[config.mk]
export PLATFORM = sky130hd
export DESIGN_NAME = polygon_centroid_top_flat
export DESIGN_NICKNAME = d
export VERILOG_FILES = /design/src/hw/rtl/pc_pkg.sv /design/src/hw/rtl/pc_vertex_if.sv /design/src/hw/rtl/pc_centroid_if.sv /design/src/hw/rtl/pc_divider.sv /design/src/hw/rtl/polygon_centroid_top.sv /design/src/flat_wrapper.sv
export SDC_FILE = /design/constraint.sdc
export NUM_CORES = 2
export LEC_CHECK = 0
export BUFFER_PORTS_ARGS = -buffer_cell sky130_fd_sc_hd__clkbuf_2
export CAP_MARGIN = 20
export CORE_MARGIN = 3
export CORE_UTILIZATION = 65
export DETAILED_ROUTE_END_ITERATION = 6
export PLACE_DENSITY = 0.9
export SYNTH_ARGS = -nofsm -noshare
export SYNTH_HDL_FRONTEND = slang
export SYNTH_SLANG_ARGS = --single-unit
[constraint.sdc]
create_clock -name clk -period 14.1 [get_ports clk]
set_input_delay 0 -clock clk [delete_from_list [all_inputs] [get_ports clk]]
set_output_delay 0 -clock clk [all_outputs]
set_load 0.05 [all_outputs]
[src/hw/rtl/pc_pkg.sv]
// pc_pkg: widths, status codes and shared types of the polygon centroid block
// no dependencies; compile first
package pc_pkg;

    // coordinate and result formats
    localparam int COORD_W      = 16;
    localparam int FRAC_W       = 8;
    localparam int OUT_W        = 24;
    localparam int MAX_VERTICES = 256;

    // vertex counter holds up to MAX_VERTICES+1 (overflow mark)
    localparam int COUNT_W = $clog2(MAX_VERTICES + 2);

    // edge datapath: cross product, coordinate sum, moment product
    localparam int D_W    = 2 * COORD_W + 1;
    localparam int SUM_W  = COORD_W + 1;
    localparam int PROD_W = D_W + SUM_W;

    // accumulators, exact for polygons of up to MAX_VERTICES vertices
    localparam int AREA_W = D_W + $clog2(MAX_VERTICES);
    localparam int MOM_W  = AREA_W + SUM_W;

    // divider: magnitudes, remainder and quotient step count
    localparam int NUM_W     = MOM_W;
    localparam int DEN_W     = AREA_W + 1;
    localparam int QB        = OUT_W - 1;
    localparam int REM_W     = DEN_W + QB;
    localparam int SAT_SHIFT = OUT_W - 1 - FRAC_W;
    localparam int STEP_W    = $clog2(QB);

    typedef enum logic [1:0] {
        ST_OK        = 2'd0,
        ST_ZERO_AREA = 2'd1,
        ST_OVERFLOW  = 2'd2
    } status_t;

    // divider result as seen by the sequencer
    typedef struct packed {
        logic                    done;
        logic signed [OUT_W-1:0] value;
    } div_res_t;

endpackage

[src/hw/rtl/pc_vertex_if.sv]
// pc_vertex_if: valid/ready channel carrying one polygon vertex per beat
// depends on pc_pkg
interface pc_vertex_if import pc_pkg::*; ();

    logic                      valid;
    logic                      ready;
    logic signed [COORD_W-1:0] vertex_x;
    logic signed [COORD_W-1:0] vertex_y;
    logic                      is_last;

    modport source (output valid, output vertex_x, output vertex_y, output is_last,
                    input ready);
    modport sink   (input valid, input vertex_x, input vertex_y, input is_last,
                    output ready);

endinterface

[src/hw/rtl/pc_centroid_if.sv]
// pc_centroid_if: valid/ready channel carrying one centroid result per beat
// depends on pc_pkg
interface pc_centroid_if import pc_pkg::*; ();

    logic                    valid;
    logic                    ready;
    logic signed [OUT_W-1:0] centroid_x;
    logic signed [OUT_W-1:0] centroid_y;
    status_t                 status;

    modport source (output valid, output centroid_x, output centroid_y, output status,
                    input ready);
    modport sink   (input valid, input centroid_x, input centroid_y, input status,
                    output ready);

endinterface

[src/hw/rtl/pc_divider.sv]
// pc_divider: moment / (3 * area) in fixed point, rounded and saturated
// restoring divider, one quotient bit per cycle; depends on pc_pkg
module pc_divider import pc_pkg::*;
(
    input  logic                     clk,
    input  logic                     rst_n,
    input  logic                     start,
    input  logic signed [MOM_W-1:0]  moment,
    input  logic signed [AREA_W-1:0] area,
    output div_res_t                 res
);

    typedef enum logic [4:0] {
        D_IDLE  = 5'b00001,
        D_SAT   = 5'b00010,
        D_ITER  = 5'b00100,
        D_ROUND = 5'b01000,
        D_FIX   = 5'b10000
    } dstate_t;

    localparam logic [OUT_W-1:0] LIM = OUT_W'(1) << (OUT_W - 1);

    dstate_t                 state_reg, state_next;
    logic [NUM_W-1:0]        num_reg;
    logic [DEN_W-1:0]        den_reg;
    logic                    neg_reg;
    logic [REM_W-1:0]        rem_reg;
    logic [REM_W-1:0]        dsh_reg;
    logic [QB-1:0]           q_reg;
    logic [STEP_W-1:0]       step_reg;
    logic [OUT_W-1:0]        mag_reg;
    logic                    done_reg;
    logic signed [OUT_W-1:0] value_reg;

    logic [AREA_W-1:0]   area_mag;
    logic [NUM_W-1:0]    mom_mag;
    logic                sat;
    logic                ge;
    logic                rnd;

    // operand magnitudes
    assign area_mag = area[AREA_W-1] ? AREA_W'(-area) : AREA_W'(area);
    assign mom_mag  = moment[MOM_W-1] ? NUM_W'(-moment) : NUM_W'(moment);

    // integer part already at or above the output range
    assign sat = REM_W'(num_reg) >= (REM_W'(den_reg) << SAT_SHIFT);
    assign ge  = rem_reg >= dsh_reg;
    assign rnd = {rem_reg[DEN_W-1:0], 1'b0} >= {1'b0, den_reg};

    // next state
    always_comb
    begin
        state_next = state_reg;
        unique case (state_reg)
            D_IDLE:  if (start) state_next = D_SAT;
            D_SAT:   state_next = sat ? D_FIX : D_ITER;
            D_ITER:  if (step_reg == '0) state_next = D_ROUND;
            D_ROUND: state_next = D_FIX;
            D_FIX:   state_next = D_IDLE;
            default: state_next = D_IDLE;
        endcase
    end

    // control registers
    always_ff @(posedge clk or negedge rst_n)
    begin
        if (!rst_n)
        begin
            state_reg <= D_IDLE;
            done_reg  <= 1'b0;
        end
        else
        begin
            state_reg <= state_next;
            done_reg  <= (state_reg == D_FIX);
        end
    end

    // datapath
    always_ff @(posedge clk)
    begin
        unique case (state_reg)
            D_IDLE:
            begin
                num_reg <= mom_mag;
                den_reg <= DEN_W'(area_mag) + {area_mag, 1'b0};
                neg_reg <= moment[MOM_W-1] ^ area[AREA_W-1];
            end
            D_SAT:
            begin
                mag_reg  <= LIM;
                rem_reg  <= REM_W'(num_reg) << FRAC_W;
                dsh_reg  <= REM_W'(den_reg) << (QB - 1);
                q_reg    <= '0;
                step_reg <= STEP_W'(QB - 1);
            end
            D_ITER:
            begin
                if (ge)
                    rem_reg <= rem_reg - dsh_reg;
                q_reg    <= {q_reg[QB-2:0], ge};
                dsh_reg  <= dsh_reg >> 1;
                step_reg <= step_reg - STEP_W'(1);
            end
            D_ROUND:
            begin
                mag_reg <= OUT_W'(q_reg) + OUT_W'(rnd);
            end
            D_FIX:
            begin
                if (neg_reg)
                    value_reg <= -mag_reg;
                else if (mag_reg > LIM - OUT_W'(1))
                    value_reg <= LIM - OUT_W'(1);
                else
                    value_reg <= mag_reg;
            end
            default: ;
        endcase
    end

    assign res.done  = done_reg;
    assign res.value = value_reg;

endmodule

[src/hw/rtl/polygon_centroid_top.sv]
// polygon_centroid_top: shoelace centroid of a polygon streamed vertex by vertex
// depends on pc_pkg, pc_vertex_if, pc_centroid_if, pc_divider
//
//  channel    dir   beat carries                            handshake
//  vertex     in    vertex_x, vertex_y, is_last             valid/ready
//  centroid   out   centroid_x, centroid_y, status          valid/ready
//
// a vertex is accepted in S_IDLE, then runs S_M1 to S_M5 on the shared multiplier (four products
// per edge); the first vertex of a polygon is only stored, unless it is also the last
// the closing vertex adds its own edge and the closing edge (no edges once the count overflowed),
// then, unless overflowed or of zero area, two bit-serial divisions, x then y; a saturated one skips its iterations
// vertex.ready is high only while the sequencer is idle; the result sits in an output
// register, and the next polygon is taken while it waits
// async active-low reset clears the sums, the counter and all handshake state
module polygon_centroid_top import pc_pkg::*;
(
    input  logic          clk,
    input  logic          rst_n,
    pc_vertex_if.sink     vertex,
    pc_centroid_if.source centroid
);

    typedef enum logic [9:0] {
        S_IDLE = 10'b0000000001,
        S_M1   = 10'b0000000010,
        S_M2   = 10'b0000000100,
        S_M3   = 10'b0000001000,
        S_M4   = 10'b0000010000,
        S_M5   = 10'b0000100000,
        S_EVAL = 10'b0001000000,
        S_DIVX = 10'b0010000000,
        S_DIVY = 10'b0100000000,
        S_FIN  = 10'b1000000000
    } state_t;

    localparam logic [COUNT_W-1:0] CNT_MAX = COUNT_W'(MAX_VERTICES);
    localparam logic [COUNT_W-1:0] CNT_OVF = COUNT_W'(MAX_VERTICES + 1);

    state_t                     state_reg, state_next;
    logic [COUNT_W-1:0]         count_reg;
    logic signed [AREA_W-1:0]   area_reg;
    logic signed [MOM_W-1:0]    mx_reg;
    logic signed [MOM_W-1:0]    my_reg;
    logic                       last_reg;
    logic                       close_reg;
    logic                       out_valid_reg;

    logic signed [COORD_W-1:0]  cur_x_reg, cur_y_reg;
    logic signed [COORD_W-1:0]  first_x_reg, first_y_reg;
    logic signed [COORD_W-1:0]  prev_x_reg, prev_y_reg;
    logic signed [COORD_W-1:0]  ea_x_reg, ea_y_reg;
    logic signed [COORD_W-1:0]  eb_x_reg, eb_y_reg;
    logic signed [PROD_W-1:0]   p_reg;
    logic signed [D_W-1:0]      d_reg;
    logic signed [OUT_W-1:0]    res_x_reg, res_y_reg;
    status_t                    res_st_reg;
    logic signed [OUT_W-1:0]    out_x_reg, out_y_reg;
    status_t                    out_st_reg;

    logic                       in_fire;
    logic                       out_load;
    logic                       div_start;
    logic signed [SUM_W-1:0]    mul_a;
    logic signed [D_W-1:0]      mul_b;
    logic signed [PROD_W-1:0]   prod;
    div_res_t                   div_res;

    assign vertex.ready = (state_reg == S_IDLE);
    assign in_fire      = vertex.valid && vertex.ready;
    assign out_load     = (state_reg == S_FIN) && (!out_valid_reg || centroid.ready);

    // shared multiplier operand select
    always_comb
    begin
        case (state_reg)
            S_M2:
            begin
                mul_a = SUM_W'(eb_x_reg);
                mul_b = D_W'(ea_y_reg);
            end
            S_M3:
            begin
                mul_a = SUM_W'(ea_x_reg) + SUM_W'(eb_x_reg);
                mul_b = d_reg;
            end
            S_M4:
            begin
                mul_a = SUM_W'(ea_y_reg) + SUM_W'(eb_y_reg);
                mul_b = d_reg;
            end
            default:
            begin
                mul_a = SUM_W'(ea_x_reg);
                mul_b = D_W'(eb_y_reg);
            end
        endcase
    end

    assign prod = mul_a * mul_b;

    // divider runs x then y, started from the sequencer
    assign div_start = ((state_reg == S_EVAL) && (count_reg != CNT_OVF) && (area_reg != '0))
                    || ((state_reg == S_DIVX) && div_res.done);

    pc_divider u_div
    (
        .clk    (clk),
        .rst_n  (rst_n),
        .start  (div_start),
        .moment ((state_reg == S_DIVX) ? my_reg : mx_reg),
        .area   (area_reg),
        .res    (div_res)
    );

    // sequencer next state
    always_comb
    begin
        state_next = state_reg;
        unique case (state_reg)
            S_IDLE:
            begin
                if (in_fire)
                begin
                    if (count_reg == '0)
                        state_next = vertex.is_last ? S_M1 : S_IDLE;
                    else if (count_reg < CNT_MAX)
                        state_next = S_M1;
                    else
                        state_next = vertex.is_last ? S_EVAL : S_IDLE;
                end
            end
            S_M1: state_next = S_M2;
            S_M2: state_next = S_M3;
            S_M3: state_next = S_M4;
            S_M4: state_next = S_M5;
            S_M5:
            begin
                if (last_reg && !close_reg)
                    state_next = S_M1;
                else if (last_reg)
                    state_next = S_EVAL;
                else
                    state_next = S_IDLE;
            end
            S_EVAL: state_next = div_start ? S_DIVX : S_FIN;
            S_DIVX: if (div_res.done) state_next = S_DIVY;
            S_DIVY: if (div_res.done) state_next = S_FIN;
            S_FIN:  if (out_load) state_next = S_IDLE;
            default: state_next = S_IDLE;
        endcase
    end

    // control state, counter and accumulators
    always_ff @(posedge clk or negedge rst_n)
    begin
        if (!rst_n)
        begin
            state_reg     <= S_IDLE;
            count_reg     <= '0;
            area_reg      <= '0;
            mx_reg        <= '0;
            my_reg        <= '0;
            last_reg      <= 1'b0;
            close_reg     <= 1'b0;
            out_valid_reg <= 1'b0;
        end
        else
        begin
            state_reg <= state_next;

            // vertex beat: count and closing flags
            if (in_fire)
            begin
                last_reg <= vertex.is_last;
                if (count_reg == '0)
                begin
                    count_reg <= COUNT_W'(1);
                    close_reg <= vertex.is_last;
                end
                else
                begin
                    close_reg <= 1'b0;
                    if (count_reg < CNT_MAX)
                        count_reg <= count_reg + COUNT_W'(1);
                    else
                        count_reg <= CNT_OVF;
                end
            end

            if ((state_reg == S_M5) && last_reg)
                close_reg <= 1'b1;

            // shoelace accumulation
            if (state_reg == S_M3)
                area_reg <= area_reg + AREA_W'(d_reg);
            if (state_reg == S_M4)
                mx_reg <= mx_reg + MOM_W'(p_reg);
            if (state_reg == S_M5)
                my_reg <= my_reg + MOM_W'(p_reg);

            // result handed over: clear the polygon state
            if (out_load)
            begin
                count_reg <= '0;
                area_reg  <= '0;
                mx_reg    <= '0;
                my_reg    <= '0;
                last_reg  <= 1'b0;
                close_reg <= 1'b0;
            end

            // output register valid
            if (out_load)
                out_valid_reg <= 1'b1;
            else if (centroid.ready)
                out_valid_reg <= 1'b0;
        end
    end

    // vertex storage and edge operands
    always_ff @(posedge clk)
    begin
        if (in_fire)
        begin
            cur_x_reg  <= vertex.vertex_x;
            cur_y_reg  <= vertex.vertex_y;
            prev_x_reg <= vertex.vertex_x;
            prev_y_reg <= vertex.vertex_y;
            if (count_reg == '0)
            begin
                first_x_reg <= vertex.vertex_x;
                first_y_reg <= vertex.vertex_y;
                ea_x_reg    <= vertex.vertex_x;
                ea_y_reg    <= vertex.vertex_y;
            end
            else
            begin
                ea_x_reg <= prev_x_reg;
                ea_y_reg <= prev_y_reg;
            end
            eb_x_reg <= vertex.vertex_x;
            eb_y_reg <= vertex.vertex_y;
        end
        else if ((state_reg == S_M5) && last_reg && !close_reg)
        begin
            // closing edge: last vertex to first
            ea_x_reg <= cur_x_reg;
            ea_y_reg <= cur_y_reg;
            eb_x_reg <= first_x_reg;
            eb_y_reg <= first_y_reg;
        end

        // products and cross product
        if ((state_reg == S_M1) || (state_reg == S_M3) || (state_reg == S_M4))
            p_reg <= prod;
        if (state_reg == S_M2)
            d_reg <= D_W'(p_reg - prod);

        // result fields
        if (state_reg == S_EVAL)
        begin
            res_x_reg <= '0;
            res_y_reg <= '0;
            if (count_reg == CNT_OVF)
                res_st_reg <= ST_OVERFLOW;
            else if (area_reg == '0)
                res_st_reg <= ST_ZERO_AREA;
            else
                res_st_reg <= ST_OK;
        end
        if ((state_reg == S_DIVX) && div_res.done)
            res_x_reg <= div_res.value;
        if ((state_reg == S_DIVY) && div_res.done)
            res_y_reg <= div_res.value;

        // output register
        if (out_load)
        begin
            out_x_reg  <= res_x_reg;
            out_y_reg  <= res_y_reg;
            out_st_reg <= res_st_reg;
        end
    end

    assign centroid.valid      = out_valid_reg;
    assign centroid.centroid_x = out_x_reg;
    assign centroid.centroid_y = out_y_reg;
    assign centroid.status     = out_st_reg;

`ifndef SYNTHESIS
    a_count_range: assert property (@(posedge clk) disable iff (!rst_n)
        count_reg <= CNT_OVF)
        else $error("vertex count beyond overflow mark");

    a_fail_zero: assert property (@(posedge clk) disable iff (!rst_n)
        (centroid.valid && (centroid.status != ST_OK))
            |-> (centroid.centroid_x == '0) && (centroid.centroid_y == '0))
        else $error("non-ok result with nonzero centroid");

    a_out_from_fin: assert property (@(posedge clk) disable iff (!rst_n)
        $rose(out_valid_reg) |-> $past(state_reg == S_FIN))
        else $error("result valid without finishing a polygon");

    a_clear: assert property (@(posedge clk) disable iff (!rst_n)
        out_load |=> (count_reg == '0) && (area_reg == '0) && (mx_reg == '0)
                     && (my_reg == '0))
        else $error("polygon state not cleared after result");

    a_div_done: assert property (@(posedge clk) disable iff (!rst_n)
        div_res.done |-> (state_reg == S_DIVX) || (state_reg == S_DIVY))
        else $error("divider finished outside a division step");
`endif

endmodule
[src/flat_wrapper.sv]
// flat-port wrapper written by rule: the top's interface ports become plain ports
module polygon_centroid_top_flat import pc_pkg::*;
  (clk, rst_n, vertex_valid, vertex_vertex_x, vertex_vertex_y, vertex_is_last, vertex_ready, centroid_valid, centroid_centroid_x, centroid_centroid_y, centroid_status, centroid_ready);
  pc_vertex_if vertex_i ();
  pc_centroid_if centroid_i ();
  input  logic clk;
  input  logic rst_n;
  input wire logic [$bits(vertex_i.valid)-1:0] vertex_valid;
  input wire logic [$bits(vertex_i.vertex_x)-1:0] vertex_vertex_x;
  input wire logic [$bits(vertex_i.vertex_y)-1:0] vertex_vertex_y;
  input wire logic [$bits(vertex_i.is_last)-1:0] vertex_is_last;
  output wire logic [$bits(vertex_i.ready)-1:0] vertex_ready;
  output wire logic [$bits(centroid_i.valid)-1:0] centroid_valid;
  output wire logic [$bits(centroid_i.centroid_x)-1:0] centroid_centroid_x;
  output wire logic [$bits(centroid_i.centroid_y)-1:0] centroid_centroid_y;
  output wire logic [$bits(centroid_i.status)-1:0] centroid_status;
  input wire logic [$bits(centroid_i.ready)-1:0] centroid_ready;
  assign vertex_i.valid = vertex_valid;
  assign vertex_i.vertex_x = vertex_vertex_x;
  assign vertex_i.vertex_y = vertex_vertex_y;
  assign vertex_i.is_last = vertex_is_last;
  assign vertex_ready = vertex_i.ready;
  assign centroid_valid = centroid_i.valid;
  assign centroid_centroid_x = centroid_i.centroid_x;
  assign centroid_centroid_y = centroid_i.centroid_y;
  assign centroid_status = centroid_i.status;
  assign centroid_i.ready = centroid_ready;
  polygon_centroid_top u_core (.clk(clk), .rst_n(rst_n), .vertex(vertex_i), .centroid(centroid_i));
endmodule
==> results.cfg <==
[run_status]
outcome = complete, but fails checks
violations = design-rule violations

[critical_path]
arrival_ns = 13.13
endpoint = u_core.d_reg[30]
r2r_end = u_core.d_reg[30]
critical_path_class = flop to flop
worstSetupStartpointType = flop
crit_start = u_core.eb_x_reg[0]
end_kind = flop
cp_max_fo = 22
path_delay_family = adder cells
cp_slowest_stage_delay_ns = 0.57
crit_slowest_cell = a2111oi_0
cp_num_cells = 49
critPathBufInv = 8
ff2ff_path_depth = 49
r2r_setup_slack_ns = 1.39
r2r-start = u_core.eb_x_reg[0]
required_ns = 14.52
cp_common_cell = fa_1

[place]
dp.cells = 8653
dp_hpwl_um = 150000
placed_area_um2 = 71800
routabilityCongestion = 0.999
port_buffers = 88

[die]
ios = 89
die_w_um = 334
core.rowCount = 119
initial_core_util = 0.659
die_h_um = 334
core_um2 = 106000
dieArea_um2 = 111000

[min_path]
hp-class = primary input to flop
min_from = vertex_vertex_x[5]

[cells_and_area]
layout_commonest_cell = nand2_1
syn2layout_area_growth_pct = 7.67
fin_area_um2 = 75200
fillCellCount = 7398
layout.cells.non_filler = 8852
final_util = 0.710
drive_gt1_frac = 0.0525
largest_reg_flops = 65
final_cell_mix = nand2_1 (1047), inv_1 (834), edfxtp_1 (617)
layout.nets = 8494

[clock_network]
postCtsResizedCells = 0
h-tree-depth = 3
cts_tree = yes
ctsHoldBuffers = 39
clock_latency_ns = 0.69
cts_buffers = 85
cts_root_buf = clkbuf_16
clk_pin_slew_ns = 0.07
cts.sinks = 802
cts_setup_buffers = 0
cts_max_path_buffers = 3

[timing]
fin_crit_sh = 0.902
slew_headroom = 0.138
fin_skew_ns = 0.0459
finalSetupViolations = 0
maxSlewViolCount = 0
worstMarginPinSlew_ns = 1.29
setup_tns_ns = 0
max_freq_ghz = 0.0787
finalHoldViolations = 0
rsz0062_at_grt = false
period_needed_ns = 12.71

[drt]
vias_per_cell = 6.30
drc = 8
dr.pass1.iters = 7
vias = 55759
drt-wirelength-per-cell_um = 22.2
drt_iter0_drc = 5225
wl_um = 197000
ant_nets = 0

[synth]
ys_seq_elements = 802
synth_edf_count = 617
yosysUniqueCellTypes = 95
synth_fp_nets = 8476
yosys_warnings = 0
synthCells = 7372
syn_area_per_cell_um2 = 9.47
synth-seq-area-share = 0.332
synth_async_sr_flop_share = 0.231
synth_top_flop_cell = edfxtp_1
netlist_area_um2 = 69800

[global_routing]
grt_first_pass_wirelength_um = 309000
grt.total_usage = 0.353
grt_max_degree = 109
grt_antenna_before_repair = 3
grt_overflow = 0
grt_pass1_vias = 56427

[flow_run]
drv_cap = 0
-- layout make-up --
cell class | count | area, um2 | share of cell area
well taps | 1391 | 1740 | 0.0232
flip-flops and latches | 802 | 23200 | 0.308
clock buffers | 116 | 2340 | 0.0312
inverters | 836 | 3140 | 0.0418
clock inverters | 41 | 608 | 0.00809
multi-input cells | 5462 | 42700 | 0.568
diodes | 1 | 2.50 | 0.0000333
repair buffers | 203 | 1470 | 0.0195
-- per-stage QoR --
stage	setup WS, ns	hold WS [ns]
after global placement	1.80	0.0758
after detailed placement	1.65	0.0766
after floorplan	3.02	-0.296
after CTS	1.57	0.0508
final	1.39	0.0767
after global routing	0.452	0.0821
-- layer usage --
metal  part of all wire  GRT usage  vias to the layer above
met3               0.10     0.0788                      659
met5            0.00012          0                        -
met4              0.064      0.189                        4
met2               0.46      0.574                     2840
li1                   -          -                    25230
met1               0.38      0.443                    27026
-- cells by family (layout without fill, tap and decap cells) --
logic type	after synthesis	in the layout	synth area share
flip-flops	802	802	0.332
other	0	1	0
AND/OR/NAND/NOR	2276	2276	0.149
multiplexers	58	58	0.00880
adder cells (fa/ha/maj)	1077	1077	0.251
XOR/XNOR	460	460	0.0577
buffers and inverters	1108	1196	0.0598
AO/OA/AOI/OAI	1591	1591	0.142
-- worst min-delay path by stage --
stage / to / slack, ns / cells past startpoint
floorplan: u_core.area_reg[0] / -0.30 / 0
global placement: u_core.area_reg[36] / 0.08 / 1
detailed placement: u_core.area_reg[36] / 0.08 / 1
CTS: u_core.first_x_reg[9] / 0.05 / 2
global route: u_core.first_x_reg[2] / 0.08 / 2
finish: u_core.cur_x_reg[5] / 0.08 / 2
-- cells in the mapped netlist (183+ instances only) --
| cell type | number | area (um2) |
|---|---|---|
| nand2_1 | 1050 | 3940 |
| inv_1 | 835 | 3130 |
| edfxtp_1 | 617 | 18500 |
| fa_1 | 544 | 10900 |
| ha_1 | 523 | 6540 |
| nor2_1 | 493 | 1850 |
| o21ai_0 | 480 | 2400 |
| a21oi_1 | 405 | 2030 |
| xnor2_1 | 281 | 2460 |
| a21o_1 | 256 | 1920 |
| clkbuf_1 | 255 | 957 |
| dfrtp_1 | 183 | 4580 |
Power is left out: the tool's default activity adds up to more than one toggle a clock period on the data nets, which glitch-free logic cannot reach.
